$ cat config.mk
export PLATFORM = sky130hd
export DESIGN_NAME = sedt_ctrl
export DESIGN_NICKNAME = d
export VERILOG_FILES = /design/src/rtl/sedt_pkg.sv /design/src/rtl/sedt_ctrl.sv
export SDC_FILE = /design/constraint.sdc
export NUM_CORES = 1
export LEC_CHECK = 0
export BUFFER_PORTS_ARGS = -buffer_cell sky130_fd_sc_hd__buf_2
export CELL_PAD_IN_SITES_DETAIL_PLACEMENT = 2
export CELL_PAD_IN_SITES_GLOBAL_PLACEMENT = 2
export CORE_AREA = 8 8 45 47
export DETAILED_ROUTE_END_ITERATION = 6
export DIE_AREA = 0 0 53 55
export GPL_ROUTABILITY_DRIVEN = 0
export PLACE_DENSITY = 0.65
export SYNTH_ARGS = -nofsm -noshare
export SYNTH_HDL_FRONTEND = slang
export SYNTH_SLANG_ARGS = --single-unit
export TNS_END_PERCENT = 50
$ cat constraint.sdc
create_clock -name clk_i -period 2.8 [get_ports clk_i]
set_input_delay 0.14 -clock clk_i [delete_from_list [all_inputs] [get_ports clk_i]]
set_output_delay 0.14 -clock clk_i [all_outputs]
set_load 0.01 [all_outputs]
$ cat src/rtl/sedt_pkg.sv
package sedt_pkg;

  localparam int MaxLineLen = 512;
  localparam int MaxLines   = 512;

  localparam int PosW     = $clog2(MaxLineLen);
  localparam int LineW    = $clog2(MaxLines);
  localparam int LenW     = $clog2(MaxLineLen + 1);
  localparam int CntW     = $clog2(MaxLines + 1);
  localparam int BpAddrW  = LineW + PosW;
  localparam int CumW     = 17;
  localparam int EnergyW  = 8;
  localparam int CfgDataW = 10;
  localparam int CfgIdxW  = 2;

  localparam logic [CumW-1:0] CumMax = '1;

  typedef enum logic [CfgIdxW-1:0] {
    RegImageWidth    = 2'd0,
    RegImageHeight   = 2'd1,
    RegSeamDirection = 2'd2
  } cfg_reg_e;

  typedef enum logic {
    ReqPixel = 1'b0,
    ReqTrace = 1'b1
  } req_type_e;

  typedef enum logic [1:0] {
    BpLeft  = 2'd0,
    BpMid   = 2'd1,
    BpRight = 2'd2
  } bp_e;

  typedef struct packed {
    logic               req_type;
    logic [EnergyW-1:0] energy;
  } in_item_t;

  typedef struct packed {
    logic [CumW-1:0] cum_energy;
    logic [PosW-1:0] seam_index;
    logic            seam_last;
    logic            status;
  } out_item_t;

  typedef struct packed {
    logic load_pix;
    logic load_trc;
    logic commit_pix;
    logic commit_trc;
    logic commit_err;
  } sedt_cmd_t;

  typedef struct packed {
    logic frame_done;
  } sedt_stat_t;

  function automatic logic [LenW-1:0] clamp_len(input logic [CfgDataW-1:0] v);
    if (v == '0) begin
      return LenW'(1);
    end else if (int'(v) > MaxLineLen) begin
      return LenW'(MaxLineLen);
    end
    return LenW'(v);
  endfunction

  function automatic logic [CntW-1:0] clamp_cnt(input logic [CfgDataW-1:0] v);
    if (v == '0) begin
      return CntW'(1);
    end else if (int'(v) > MaxLines) begin
      return CntW'(MaxLines);
    end
    return CntW'(v);
  endfunction

endpackage

$ cat src/rtl/sedt_ctrl.sv
module sedt_ctrl (
  input  logic                 clk_i,
  input  logic                 rst_ni,
  input  logic                 in_valid_i,
  input  logic                 in_req_type_i,
  output logic                 in_ready_o,
  output logic                 out_valid_o,
  input  logic                 out_ready_i,
  input  sedt_pkg::sedt_stat_t stat_i,
  output sedt_pkg::sedt_cmd_t  cmd_o
);

  typedef enum logic [1:0] {
    StIdle,
    StPixel,
    StTrace
  } state_e;

  state_e state_q;
  logic   out_valid_q;
  logic   accept;
  logic   out_free;
  logic   commit;

  assign in_ready_o  = (state_q == StIdle);
  assign accept      = in_valid_i && in_ready_o;
  // output register is free when empty or being drained this cycle
  assign out_free    = !out_valid_q || out_ready_i;
  assign out_valid_o = out_valid_q;

  always_comb begin
    cmd_o            = '0;
    cmd_o.load_pix   = accept && (in_req_type_i == sedt_pkg::ReqPixel);
    cmd_o.load_trc   = accept && (in_req_type_i == sedt_pkg::ReqTrace);
    cmd_o.commit_pix = (state_q == StPixel) && out_free;
    cmd_o.commit_trc = (state_q == StTrace) && out_free && stat_i.frame_done;
    cmd_o.commit_err = (state_q == StTrace) && out_free && !stat_i.frame_done;
  end

  assign commit = cmd_o.commit_pix || cmd_o.commit_trc || cmd_o.commit_err;

  always_ff @(posedge clk_i or negedge rst_ni) begin
    if (!rst_ni) begin
      state_q     <= StIdle;
      out_valid_q <= 1'b0;
    end else begin
      case (state_q)
        StIdle: begin
          if (accept) begin
            state_q <= (in_req_type_i == sedt_pkg::ReqTrace) ? StTrace : StPixel;
          end
        end
        StPixel, StTrace: begin
          if (out_free) begin
            state_q <= StIdle;
          end
        end
        default: state_q <= StIdle;
      endcase

      if (commit) begin
        out_valid_q <= 1'b1;
      end else if (out_ready_i) begin
        out_valid_q <= 1'b0;
      end
    end
  end

  a_stall_holds: assert property (@(posedge clk_i) disable iff (!rst_ni)
    (state_q != StIdle && !out_free) |=> (state_q == $past(state_q)))
    else $error("work state left while output register was full");

  a_accept_busy: assert property (@(posedge clk_i) disable iff (!rst_ni)
    accept |=> (state_q != StIdle))
    else $error("accepted word did not start processing");

  a_commit_shows: assert property (@(posedge clk_i) disable iff (!rst_ni)
    commit |=> out_valid_q)
    else $error("committed result not presented");

endmodule

Yosys cells after proc, flatten, opt, wreduce, memory -nomap -nowiden
Index checks and enable logic that the tools add are counted. W data, S select, Z words.

Register bits after elaboration: 3. Latch bits: 0. Memory bits (writable): 0. Bits in read-only memories: 0. Input bits: 6. Output and inout port bits: 7. Memories kept: 0.

Add/sub/neg operators: 0. $mul: 0. Divide/modulo/power cells: 0. Order comparisons: 0. Equality and inequality tests: 4. Shifts and indexed selects: 0. Multiplexer cells: 6. Bitwise logic cells: 1. Reduce and logical (&&, ||, !) cells: 16.

Operators by type and width (number): $logic_and A1 B1 Y1 (7); $mux W2 (3); $pmux W2 S2 (1); $logic_or A1 B1 Y1 (3); $eq A2 B1 Y1 const B (1); $eq A2 B2 Y1 const B (1); $logic_not A1 Y1 (2); $logic_not A2 Y1 (1); $mux W1 (2); $ne A2 B1 Y1 const B (1); $ne A2 B2 Y1 const B (1); $reduce_and A2 Y1 (1); $reduce_bool A2 Y1 (1); $reduce_or A2 Y1 (1); $not A1 Y1 (1).

Longest topological paths before layout
Depth in word-level cells: 7. Gate-level depth with buffers: 4. Gate-level depth less buffers: 4.

Worst setup path before layout
OpenSTA, ideal clock, no wires.

Kind: register -> register. From: register state_q[0]. To: register state_q[0]. Setup time: 0.090 ns. Data arrival time: 1.047 ns. Required time: 2.710 ns. Path slack: 1.663 ns. Stages on the path, launching flop included: 5. Buffers on the path: 0. Period minus slack after synthesis: 1.137 ns. Cell sequence: dfrtp_1 -> inv_1 -> ha_1 -> and3b_1 -> o221ai_1.

Longest elaborated chain between the ends: 4. Elaborated cells between the ends (all ways): 9. Classes of those cells: eq/ne (4); mux (1); reduce/logical (4).

RTL lines: start: declaration (line sedt_ctrl.sv:19) `state_e state_q;`; start signal: assignment (line sedt_ctrl.sv:44) `state_q <= StIdle;`; start signal: assignment (line sedt_ctrl.sv:50) `state_q <= (in_req_type_i == sedt_pkg::ReqTrace) ? StTrace : StPixel;`; start signal: assignment (line sedt_ctrl.sv:55) `state_q <= StIdle;`; $eq A2 B1 Y1 (tied with other cells) (line sedt_ctrl.sv:47) `case (state_q)`; $reduce_or A2 Y1 / $logic_and A1 B1 Y1 (equally long branches) (line sedt_ctrl.sv:47, sedt_ctrl.sv:26); $ne A2 B2 Y1 (no line) / $ne A2 B1 Y1 (equally long branches); $reduce_and A2 Y1 (no line).

Several ways; a longest one is shown, not always the timed one. A chain may end at the register's enable or synchronous reset.

==> flow_summary.yaml <==
placed_design:
  place_ws_ns: 1.538
  port_buffers: 12
  dp_hpwl_um: 612
  place_area_um2: 307.8
clock_network:
  cts_root_buffer: "clkbuf_4"
  cts_tree: "done"
  cts_sinks: 3
  postCtsSetupRepairBufs: 0
  cts_resized: 0
  clock_latency_ns: 0.24
  clk_path_buf_depth: 2
  cts-buffers-inserted: 3
  clk_pin_slew_ns: 0.04
  cts-htree-levels: 1
power_and_ir_drop:
  vdd_ir_drop_max_mv: 0.3332
  power_frac_seq_pct: 25.9
  clkPwrFrac_pct: 26.1
  p_per_area_nw_per_um2: 893.8
  leakagePower_nw: 0.1921
  p_int_uw: 180.6
  p_switching_uw: 127.0
  switching_share_pct: 41.28
  comb_power_share_pct: 48.1
run:
  drv_cap: 0
sta:
  fin_ws_ns: 1.334
  worst_pin_slew_ns: 0.1811
  timing.fmax_mhz: 682.3
  fin_crit_sh_pct: 52.34
  slew_violations: 0
  final_hold_viol_count: 0
  fin_skew_ns: 0.004881
  period_needed_ns: 1.466
  finalSetupViolCount: 0
  slew-limit-headroom_pct: 87.93
  tns_ns: 0
  rsz0062_at_grt: "no"
logic_synthesis:
  synth_top_area_share_pct: 32.97
  synth-simple-area-share_pct: 36.26
  synth_area_leaders: "dfrtp_1 (33%), ha_1 (16%), nand3b_1 (9.9%)"
  synthMuxAreaShare_pct: 0
  synth_top_family_by_area: "simple AND/OR/NAND/NOR gates"
  synthXorXnorAreaFrac_pct: 0
  synthesis.nets: 34
  synthCells: 25
  ys_seq_area_share_pct: 32.97
  syn-cell-area_um2: 227.7
  synth_cell_types: 14
  syn_avg_cell_area_um2: 9.109
  yosys_warnings: 0
  netlist.top_cell.by_area: "dfrtp_1"
  ys_seq_elements: 3
  synth_compound_area_share_pct: 7.692
  synthAdderAreaFrac_pct: 16.48
cells_and_area:
  final_layout_size_suffix_gt1_share_pct: 35.71
  layout.nets: 52
  layout_commonest_cell: "buf_2"
  diodes: 0
  synthToLayoutAreaGrowth_pct: 51.10
  design_area_um2: 344.1
  final_cell_mix: "buf_2 (12), inv_1 (4)"
  fill_cells: 171
drt:
  ant_nets: 0
  via_count: 249
  wl_met1_um: 327
  drtIter0Drc: 3
  drc: 0
  drt_wl_total_um: 752
  topRoutingLayerUsed: "met4"
  wl_per_cell_um: 12.97
  wl_met3_um: 120
  routed-wl-met2_um: 264
  drt_pre_antenna_iters: 3
  viasPerCell: 4.293
die:
  die_h_um: 55
  ios: 13
  start_util_pct: 16.46
  core_um2: 1384
  die_x_um: 53
  rows: 14
  design.die.area_um2: 2915
critical_path:
  cp.arrival_ns: 1.33
  critPathLaunchType: "flip-flop"
  worstPathMaxFanout: 5
  crit_type: "flip-flop to output pin"
  end_kind: "output pin"
  crit_required_ns: 2.66
status:
  status: "complete, no violations"
global_routing:
  antenna_found_initial: 0
  grt_pass1_wl_um: 1276
  grt_pass1_vias: 283
  grt_max_degree: 6
  grtUsageTotal_pct: 6.397
  overflow: 0
min_path:
  min_path_type: "input port to asynchronous set/reset pin"
==> worst max-delay path, cell delays in order, from the launching register on <==
cell and delay [ns]:
dfrtp_1 0.41, inv_1 0.09, ha_1 0.25, nand3_1 0.14, inv_1 0.07, buf_2 0.12
==> cell usage after synthesis (all sizes together) <==
cell / count
inv: 4
nor3b: 1
and2: 1
nand2: 2
nor2b: 1
nand3b: 3
or3: 1
nand2b: 1
nand3: 1
and3: 1
o221ai: 2
dfrtp: 3
and3b: 1
ha: 3
==> final timing paths <==
kind	start	to	slack, ns	depth (start not counted)
setup / recovery	state_q[0]$_DFFE_PN0P_	cmd_o[3]	1.33	5
hold / removal	rst_ni	state_q[0]$_DFFE_PN0P_	0.22	2
setup reg to reg	state_q[0]$_DFFE_PN0P_	state_q[0]$_DFFE_PN0P_	1.54	4
hold reg to reg	state_q[0]$_DFFE_PN0P_	state_q[0]$_DFFE_PN0P_	0.61	2
max in group asynchronous	rst_ni	state_q[1]$_DFFE_PN0P_	2.47	2
min in group clk_i	in_valid_i	state_q[0]$_DFFE_PN0P_	0.28	3
==> layout make-up <==
type	count	area (um2)	share of cell area, %
clock buffer	4	26.28	7.636
timing repair buffer	13	70.07	20.36
sequential	3	75.07	21.82
inverter	4	15.01	4.364
tap	16	20.02	5.818
multi-input combinational	18	137.6	40.00
==> sequential cells by signal, indices dropped and copies added (netlist names) <==
signal       count
state_q          2
out_valid_o      1
==> layer usage <==
metal,track usage (%),vias up
met3,4.011,5
met5,0,-
met1,6.393,108
li1,-,120
met2,8.203,16
met4,7.759,0
==> cells by family (layout without fill, tap and decap cells) <==
logic type / count (synthesis) / count (layout)
buffers and inverters: 4 / 21
adder cells (fa/ha/maj): 3 / 3
flip-flops: 3 / 3
AND/OR/NAND/NOR: 13 / 13
AO/OA/AOI/OAI: 2 / 2
==> power groups by stage <==
stage / Clock [mW] / Combinational [mW] / Sequential, mW
6_report: 0.0801 / 0.148 / 0.0795
5_1_grt: 0.0860 / 0.170 / 0.0835
4_1_cts: 0.0837 / 0.153 / 0.0804
3_3_place_gp: 0 / 0.148 / 0.0798
2_1_floorplan: 0 / 0.0889 / 0.0789
3_5_place_dp: 0 / 0.150 / 0.0808
==> stage by stage <==
step	cells	power [mW]	util, %	hold WS [ns]
2_1_floorplan	25	0.1678	-	-0.1556
5_1_grt	58	0.3392	24.86	0.2359
6_report	58	0.3075	24.86	0.2161
4_1_cts	58	0.3166	24.86	0.2124
3_5_place_dp	53	0.2309	22.24	-0.06108
3_3_place_gp	53	0.2279	22.24	-0.06364
==> repair_timing <==
action / CTS / global route
hold endpoints to repair: 3 / 0
endpoints found under the setup margin: 0 / 0
hold buffers: 1 / 0
No activity file was read; power rests on OpenSTA's default activity.
